$ cat src/sv/quadratic_bezier_path_flattener_assert.svh
`ifndef QUADRATIC_BEZIER_PATH_FLATTENER_ASSERT_SVH
`define QUADRATIC_BEZIER_PATH_FLATTENER_ASSERT_SVH

// same-cycle implication
`define QBPF_ASSERT(label, clk, rstn, ante, cons, msg) \
    label: assert property (@(posedge clk) disable iff (!rstn) (ante) |-> (cons)) \
        else $error(msg);

// next-cycle implication
`define QBPF_ASSERT_NEXT(label, clk, rstn, ante, cons, msg) \
    label: assert property (@(posedge clk) disable iff (!rstn) (ante) |=> (cons)) \
        else $error(msg);

`endif

$ cat src/sv/qbpf_pkg.sv
package qbpf_pkg;

    localparam int QUAL_W = 8;
    localparam logic [QUAL_W-1:0] QUALITY_RESET = 8'd12;

    typedef enum logic [1:0] {
        OP_MOVE  = 2'd0,
        OP_LINE  = 2'd1,
        OP_CURVE = 2'd2,
        OP_NONE  = 2'd3
    } op_t;

    typedef struct packed {
        logic load_in;
        logic np_start;
        logic np_load;
        logic d_start;
        logic d_load;
        logic step;
        logic take;
        logic push_pend;
        logic push_last;
        logic src_end;
    } cmd_t;

    typedef struct packed {
        op_t  op;
        logic coll;
        logic veq;
        logic out_free;
        logic div_done;
        logic cnt_last;
        logic np_one;
    } stat_t;

endpackage

$ cat src/sv/qbpf_ctrl.sv
module qbpf_ctrl (
    input  logic             aclk,
    input  logic             aresetn,
    input  logic             in_valid,
    output logic             in_ready,
    output qbpf_pkg::cmd_t   cmd,
    input  qbpf_pkg::stat_t  stat
);

    typedef enum logic [3:0] {
        S_IDLE, S_PREP, S_DECIDE, S_NPDIV, S_NPSET, S_MULB, S_DSTART,
        S_DDIV, S_DSET, S_STEP, S_VCUR, S_VEND, S_FLUSH
    } state_t;

    state_t state_reg, state_next;
    logic   pend_reg, pend_next;

    assign in_ready = (state_reg == S_IDLE);

    always_comb begin
        cmd        = '0;
        state_next = state_reg;
        pend_next  = pend_reg;
        unique case (state_reg)
            S_IDLE: begin
                if (in_valid) begin
                    cmd.load_in = 1'b1;
                    state_next  = S_PREP;
                end
            end
            S_PREP: state_next = S_DECIDE;
            S_DECIDE: begin
                unique case (stat.op)
                    qbpf_pkg::OP_MOVE: begin
                        cmd.src_end = 1'b1;
                        cmd.take    = 1'b1;
                        pend_next   = 1'b1;
                        state_next  = S_FLUSH;
                    end
                    qbpf_pkg::OP_LINE: state_next = S_VEND;
                    qbpf_pkg::OP_CURVE: begin
                        if (stat.coll) begin
                            state_next = S_VEND;
                        end else begin
                            cmd.np_start = 1'b1;
                            state_next   = S_NPDIV;
                        end
                    end
                    qbpf_pkg::OP_NONE: state_next = S_IDLE;
                    default: state_next = S_IDLE;
                endcase
            end
            S_NPDIV: begin
                if (stat.div_done) begin
                    state_next = S_NPSET;
                end
            end
            S_NPSET: begin
                cmd.np_load = 1'b1;
                state_next  = S_MULB;
            end
            S_MULB: state_next = S_DSTART;
            S_DSTART: begin
                cmd.d_start = 1'b1;
                state_next  = S_DDIV;
            end
            S_DDIV: begin
                if (stat.div_done) begin
                    state_next = S_DSET;
                end
            end
            S_DSET: begin
                cmd.d_load = 1'b1;
                state_next = stat.np_one ? S_VEND : S_STEP;
            end
            S_STEP: begin
                cmd.step   = 1'b1;
                state_next = S_VCUR;
            end
            S_VCUR, S_VEND: begin
                cmd.src_end = (state_reg == S_VEND);
                if (stat.veq || !pend_reg || stat.out_free) begin
                    if (!stat.veq) begin
                        cmd.take      = 1'b1;
                        cmd.push_pend = pend_reg;
                        pend_next     = 1'b1;
                    end
                    if (state_reg == S_VEND) begin
                        state_next = S_FLUSH;
                    end else begin
                        state_next = stat.cnt_last ? S_VEND : S_STEP;
                    end
                end
            end
            S_FLUSH: begin
                if (!pend_reg) begin
                    state_next = S_IDLE;
                end else if (stat.out_free) begin
                    cmd.push_last = 1'b1;
                    pend_next     = 1'b0;
                    state_next    = S_IDLE;
                end
            end
            default: state_next = S_IDLE;
        endcase
    end

    always_ff @(posedge aclk) begin
        if (!aresetn) begin
            state_reg <= S_IDLE;
            pend_reg  <= 1'b0;
        end else begin
            state_reg <= state_next;
            pend_reg  <= pend_next;
        end
    end

endmodule

$ cat config.mk
export PLATFORM = sky130hd
export DESIGN_NAME = qbpf_ctrl
export DESIGN_NICKNAME = d
export VERILOG_FILES = /design/src/sv/quadratic_bezier_path_flattener_assert.svh /design/src/sv/qbpf_pkg.sv /design/src/sv/qbpf_ctrl.sv
export SDC_FILE = /design/constraint.sdc
export NUM_CORES = 1
export LEC_CHECK = 0
export ABC_AREA = 1
export BUFFER_PORTS_ARGS = -buffer_cell sky130_fd_sc_hd__buf_4
export CELL_PAD_IN_SITES_DETAIL_PLACEMENT = 0
export CELL_PAD_IN_SITES_GLOBAL_PLACEMENT = 1
export CORE_ASPECT_RATIO = 1.25
export CORE_UTILIZATION = 28
export DETAILED_ROUTE_END_ITERATION = 6
export PLACE_DENSITY = 0.84
export SLEW_MARGIN = 15
export SYNTH_ARGS = -nofsm -noshare
export SYNTH_HDL_FRONTEND = slang
export SYNTH_SLANG_ARGS = --single-unit
export TNS_END_PERCENT = 20
$ cat constraint.sdc
create_clock -name aclk -period 1.2 [get_ports aclk]
set_input_delay 0.36 -clock aclk [delete_from_list [all_inputs] [get_ports aclk]]
set_output_delay 0.36 -clock aclk [all_outputs]
set_load 0.05 [all_outputs]
* After elaboration in Yosys (flattened, before gate mapping)
Cells that the tools add are included.
** Word-level totals
- Flip-flop bits (word level) :: 5
- Latch bits :: 0
- RAM bits :: 0
- Memory bits (read-only) :: 0
- Input port bits :: 11
- Logic and storage cells :: 69
- Memories :: 0
** Cells by class
- Add/sub/neg operators :: 0
- $mul :: 0
- Div/mod/pow operators :: 0
- Magnitude comparators :: 0
- Equal/unequal tests :: 22
- Shifts and indexed selects :: 0
- Multiplexer cells :: 36
- Bitwise logic cells :: 0
- Reductions and logical operators :: 9
** Operators by type and width (count)
- $pmux W4 S12 :: 1
- $mux W4 :: 7
- $eq A4 B4 Y1 const B :: 5
- $mux W1 :: 19
- $eq A4 B3 Y1 const B :: 4
- $pmux W4 S4 :: 1
- $ne A2 B2 Y1 const B :: 5
- $eq A4 B2 Y1 const B :: 2
- $mux W2 :: 4
- $reduce_and A5 Y1 :: 1
- $eq A2 B2 Y1 const B :: 2
- $eq A4 B1 Y1 const B :: 1
- $logic_not A4 Y1 :: 1
- $pmux W1 S2 :: 2
- $reduce_and A4 Y1 :: 1
- $mux W3 :: 1
- $ne A3 B3 Y1 const B :: 1
- $pmux W1 S3 :: 1
- $reduce_bool A3 Y1 :: 1
- $eq A2 B1 Y1 const B :: 1
- $logic_not A2 Y1 :: 1
- $logic_or A1 B1 Y1 :: 2
- $ne A2 B1 Y1 const B :: 1
- $reduce_or A2 Y1 :: 1
- $logic_not A1 Y1 :: 1

* Longest topological paths before layout
Gate-level depths: netlist (run 1).
- Word-level depth :: 5
- Gate-level depth with buffers :: 9

* Least setup slack after synthesis (run 1)
Ideal clock, no wire load.
- Path type :: reg-to-output
- Start point :: register state_reg[1]
- End point :: output port cmd[3] in the netlist's numbering
- Data arrival time :: 1817 ps
- Path slack :: -977 ps
- Cell stages (with the launch flop) :: 3
- Buffers on the path :: 0
- Path through :: dfxtp_1 -> nand3_2 -> o31ai_1
** RTL lines
- start, declared :: line qbpf_ctrl.sv:15 : state_t state_reg, state_next;
- start signal, assigned :: line qbpf_ctrl.sv:113 : state_reg <= state_next;
- end, declared :: line qbpf_ctrl.sv:6 : output qbpf_pkg::cmd_t cmd,

==> metrics, run 1 <==
hold path depth=3; Routed WL=2060 µm; GRT Overall Usage=19.4%; Setup-failing EPs final=16; CTS Buf Count=3; Hold Slack=418 ps; post-synth top area share=16.9%; Hold Vio Cnt, Final=0; die span in x=43.1 µm; core area=1980 µm²; Post-Syn Area per Cell=5.98 µm²; post-route ant nets=0; fraction of layout cells with a size suffix above 1=65.2%; DR vias/cell=4.87; worst reg-to-reg path cell count=9; commonest non-fill, non-tap cell in the layout=buf_4; vias=852; crit path capture type=output port; Cell variety after synth=20; DR iter-0 viols=20; failing checks=setup timing; yosys warns=0; CTS Buffer Depth=2; TritonCTS Sinks=5; worst rel slew slack=83.0%; PnR worst setup slack=-410 ps; CTS H-tree lvls=1; CP startpoint kind=register; clock slew at reported path FFs=50 ps; initial antenna violation count=0; Peak Freq=0.621 GHz; wire per inst=11.8 µm; ant diodes=0; setup TNS=-4790 ps; Cell Area, Placed=1090 µm²; Critical Path AT=1250 ps; Nets=170; root buffer cell=clkbuf_4; Tmin final=1610 ps; Skew-Pair Late Insertion Delay=240 ps; CTS tree=built; ranking of synthesized cells by area=dfxtp_1 (17%), nand2_1 (13%), nand3_1 (8.5%); worst clock skew=3.51 ps; Crit Path Category=register to output port; vias in the first global route=868; synthesized flop and latch total=5; Req. time, crit path=840 ps; Mapped Cells=99; Die Area=2300 µm²; fin area=1250 µm²; Synth area leader=dfxtp_1; drt drc=0; maxcap violations=0; max FFs per register=4; first-pass GRT wire length=3370 µm; peak fanout along the critical path=6; Synth-to-Final Area Change=112%; quantity of I/O buffers inserted on ports=21; largest net degree at the start of global routing=7; Slew @ Worst Pin=254 ps; Slew Viols, Final=0; DIE HEIGHT=53.4 µm; Cell Rows=18; Synth Cell Area=592 µm²; iteration count of the initial detailed-routing pass=4; Final period util=134%; sequential cell area fraction in the yosys report=16.9%; pwr dens=1710 nW/µm²; Initial Util=29.9%; peak supply drop=1080 µV; Setup WS pre-CTS=-329 ps; commonest non-fill, non-tap cells in the layout=buf_4 (37), nand2_1 (18), buf_6 (14); hold buffers post-CTS=0; Power, Total=2.14 mW; DP HPWL=1550 µm; syn_nets=113; HP Class=input pin to register; routability-driven placement congestion ratio=0.771; Ports=22; status=finished with violations; overflow left after global routing=0; Lkg Pwr=0.620 nW; RSZ-0062 raised after global routing=yes
critical path, stage by stage (launching register included):
cell     delay, ps
dfxtp_4        410
nand2_2        100
nor2_4         170
nand2_4         90
o31ai_4         60
buf_6          180
worst paths after layout:
kind                                   from  slack, ps                         to
setup / recovery  state_reg[1]$_SDFFE_PN0P_       -410                     cmd[3]
hold / removal                      aresetn        420      pend_reg$_SDFFE_PN0P_
setup reg to reg  state_reg[1]$_SDFFE_PN0P_       -200  state_reg[3]$_SDFFE_PN0P_
hold reg to reg       pend_reg$_SDFFE_PN0P_        620      pend_reg$_SDFFE_PN0P_
cell families (layout without fill, tap and decap cells):
| logic type | count (synthesis) | count (layout) | share of synthesized area (%) |
|---|---|---|---|
| AO/OA/AOI/OAI | 14 | 14 | 12.5 |
| adder cells (fa/ha/maj) | 3 | 3 | 6.34 |
| buffers and inverters | 19 | 75 | 12.5 |
| flip-flops | 5 | 5 | 16.9 |
| AND/OR/NAND/NOR | 58 | 58 | 51.8 |
through the flow:
| stage | std cells | util (%) |
|---|---|---|
| 3_3_place_gp | 167 | 55.0 |
| 3_5_place_dp | 167 | 55.0 |
| 6_report | 175 | 63.3 |
| 2_1_floorplan | 99 | - |
| 5_1_grt | 175 | 63.3 |
| 4_1_cts | 174 | 62.3 |
power by group:
part | total [mW] | internal [mW] | switching [mW]
clock | 0.194 | 0.126 | 0.0686
combinational | 1.65 | 0.740 | 0.912
sequential | 0.296 | 0.224 | 0.0721
total | 2.14 | 1.09 | 1.05
layout make-up:
cell class / instances / area (µm²)
clock buffer: 4 / 26.3
tap: 20 / 25.0
multi-input combinational: 75 / 559
fill: 193 / 728
inverter: 19 / 80.1
sequential: 5 / 113
timing repair buffer: 52 / 450
cells in the mapped netlist:
cell type and number:
nand3_2 2, o31ai_1 1, nor2_4 1, dfxtp_1 5
nand3_1 10, o22ai_1 1, nor2_1 9, clkinv_2 2
nand2_4 2, ha_1 3, nand2_1 21, o21ai_0 3
a21oi_1 8, nor3_1 4, inv_2 7, inv_1 10
nor2_2 4, o21ai_1 1, nand3b_4 1, nand2_2 4
layer usage:
layer | GRT usage, % | routed length (µm)
met1 | 19.1 | 695
met2 | 40.5 | 1270
met3 | 1.37 | 78
met4 | 7.07 | 16
met5 | 0 | 0
repair_timing:
action | 4_1_cts | 5_1_grt
setup endpoints to repair | 16 | 16
buffers inserted | 3 | 1
pin swaps | 8 | 1
gates resized for setup | 29 | 4
Power figures use the tool's default switching activity.
==> inputs of run 2 (changes only) <==
--- a/config.mk
+++ b/config.mk
@@ -5,12 +5,11 @@
 export SDC_FILE = /design/constraint.sdc
 export NUM_CORES = 1
 export LEC_CHECK = 0
-export ABC_AREA = 1
 export BUFFER_PORTS_ARGS = -buffer_cell sky130_fd_sc_hd__buf_4
 export CELL_PAD_IN_SITES_DETAIL_PLACEMENT = 0
 export CELL_PAD_IN_SITES_GLOBAL_PLACEMENT = 1
 export CORE_ASPECT_RATIO = 1.25
-export CORE_UTILIZATION = 28
+export CORE_UTILIZATION = 29
 export DETAILED_ROUTE_END_ITERATION = 6
 export PLACE_DENSITY = 0.84
 export SLEW_MARGIN = 15
==> metrics, run 2 <==
Synth-to-Final Area Change=110%; peak fanout along the critical path=4 (-2); Post-synth ARST share=0% (unchanged); crit path capture type=output port; drt drc=0 (unchanged); Mapped Cells=75 (-24%); Cell Rows=17 (-1); Synth Cell Area=554 µm² (-6.3%); Slew Viols, Final=0 (unchanged); core area=1790 µm² (-9.8%); synthesized flop and latch total=5 (unchanged); Final period util=140% (+5.6 points); Tmin final=1680 ps (+66.9 ps); CTS Buffer Depth=2 (unchanged); yosys warns=0 (unchanged); Setup-failing EPs final=16 (unchanged); worst clock skew=0.0977 ps (-3.41 ps); Nets=141 (-17%); Ports=22 (unchanged); quantity of I/O buffers inserted on ports=21 (unchanged); status=finished with violations; syn_nets=89 (-21%); root buffer cell=clkbuf_4; ant diodes=0 (unchanged); CTS Buf Count=3 (unchanged); commonest non-fill, non-tap cell in the layout=buf_4; DP HPWL=1300 µm (-16%); sequential cell area fraction in the yosys report=18.1% (+1.1 points); Lkg Pwr=0.539 nW (-13%); CP startpoint kind=register; clock slew at reported path FFs=50 ps (about the same); Synth area leader=dfxtp_1; vias in the first global route=700 (-19%); Crit Path Category=register to output port; placed insts=138 (-17%); maxcap violations=0 (unchanged); Post-synth EDFFs=0 (unchanged); routability-driven placement congestion ratio=0.824 (+6.8%); overflow left after global routing=0 (unchanged); Post-Syn Area per Cell=7.39 µm² (+24%); hold buffers post-CTS=0 (unchanged); HP Class=input pin to register; Cell variety after synth=32 (+60%); first-pass GRT wire length=2970 µm (-12%); Initial Util=31.0% (+1.2 points); pwr dens=1880 nW/µm² (+9.9%); Skew-Pair Late Insertion Delay=260 ps (+20 ps); Fill cells=142 (-26%); worst rel slew slack=80.6% (-2.4 points); Synth top cells by count=nand2_1 (6), nor3b_1 (6); post-synth top area share=18.1% (+1.1 points); failing checks=setup timing; post-route ant nets=0 (unchanged); RSZ-0062 raised after global routing=yes; setup TNS=-5920 ps (-1140 ps); iteration count of the initial detailed-routing pass=4 (unchanged); DR vias/cell=5.06 (+4.0%); DR iter-0 viols=13 (-35%); TritonCTS Sinks=5 (unchanged); Req. time, crit path=840 ps (about the same); Peak Freq=0.596 GHz (-4.0%); GRT Overall Usage=20.8% (+1.5 points); Routed WL=1880 µm (-8.9%); wire per inst=13.0 µm (+9.9%); PnR worst setup slack=-477 ps (-66.9 ps); Die Area=2090 µm² (-9.2%); die span in x=41.1 µm (-4.7%); CTS tree=built; max FFs per register=4 (unchanged); Hold Vio Cnt, Final=0 (unchanged); CTS H-tree lvls=1 (unchanged); commonest non-fill, non-tap cells in the layout=buf_4 (35), buf_6 (15), nand2_1 (6); Cell Count, Final, Fillers Out=145 (-17%); largest net degree at the start of global routing=9 (+2); ranking of synthesized cells by area=dfxtp_1 (18%), nor3b_1 (8.1%), ha_1 (6.8%); Critical Path AT=1320 ps (+70 ps); initial antenna violation count=0 (unchanged); DIE HEIGHT=50.9 µm (-4.7%); fraction of layout cells with a size suffix above 1=62.7% (-2.5 points); Slew @ Worst Pin=287 ps (+33.2 ps); Synth Flop Type=dfxtp_1; vias=734 (-14%); peak supply drop=1290 µV (+20%)
[run 2: changes by cell type in the layout (fill, tap and decap cells not counted), sizes merged, moves of 2 or more]
| cell | before | now |
|---|---|---|
| o21a | 0 | 2 |
| clkinv | 2 | 0 |
| nor2 | 14 | 6 |
| a21oi | 8 | 6 |
| and3b | 0 | 3 |
| nand2b | 0 | 5 |
| a211oi | 0 | 2 |
| nand2 | 27 | 6 |
| inv | 17 | 4 |
| mux2i | 0 | 3 |
| o21ai | 4 | 2 |
| nand3 | 12 | 1 |
| nor3b | 0 | 6 |
[run 2: worst max-delay path, stage by stage, from the launching register on]
cell and delay (ps):
dfxtp_2 340, buf_6 130, nor4_4 270, and2_4 180, buf_8 130
[run 2: worst paths after layout]
kind / start / to / slack, ps / cells after the start
worst max-delay path: state_reg[0]$_SDFFE_PN0P_ / cmd[9] / -480 / 4
worst min register to register: state_reg[0]$_SDFFE_PN0P_ / state_reg[0]$_SDFFE_PN0P_ / 620 / 3
worst min-delay path: aresetn / pend_reg$_SDFFE_PN0P_ / 370 / 2
worst max register to register: state_reg[1]$_SDFFE_PN0P_ / state_reg[1]$_SDFFE_PN0P_ / -300 / 5
[run 2: final cells by class]
class | instances | area (µm²) | share of cell area (%)
multi-input combinational | 60 | 512 | 44.0
timing repair buffer | 53 | 477 | 41.0
sequential | 5 | 110 | 9.46
clock buffer | 4 | 26.3 | 2.26
tap | 19 | 23.8 | 2.04
inverter | 4 | 15.0 | 1.29
[run 2: power by group]
| part | total [mW] | internal [mW] | leakage [nW] | switching (mW) |
|---|---|---|---|---|
| Clock | 0.214 | 0.127 | 0.0150 | 0.0872 |
| Combinational | 1.67 | 0.863 | 0.481 | 0.809 |
| Sequential | 0.299 | 0.230 | 0.0430 | 0.0697 |
[run 2: timing repair]
item / in CTS / in global routing
gates resized for setup: 32 / 11
pin swaps: 7 / 5
buffers inserted: 2 / 1
endpoints found under the setup margin: 16 / 16
[run 2: through the flow]
stage	power, mW	setup WS, ps	area, µm²	utilization (%)	hold WS [ps]
floorplan	1.11	-783	602	-	478
global placement	1.62	-450	960	53.7	614
detailed placement	1.64	-496	960	53.7	617
CTS	2.10	-481	1120	62.5	371
global route	2.32	-548	1160	65.1	372
finish	2.18	-477	1160	65.1	373
[run 2: cell families (layout without fill, tap and decap cells)]
kind of cell | Yosys count | in the layout | synth area share, %
AND/OR/NAND/NOR | 37 | 37 | 40.4
AO/OA/AOI/OAI | 17 | 17 | 21.0
buffers and inverters | 10 | 61 | 8.35
flip-flops | 5 | 5 | 18.1
adder cells (fa/ha/maj) | 3 | 3 | 6.77
multiplexers | 3 | 3 | 5.42
[run 2: routing by layer]
metal	vias up	global-route usage, %	share of wire (%)
li1	374	-	-
met1	345	25.3	42
met2	11	32.8	53
met3	4	6.52	3.4
met4	0	8.06	1.4
met5	-	0	0
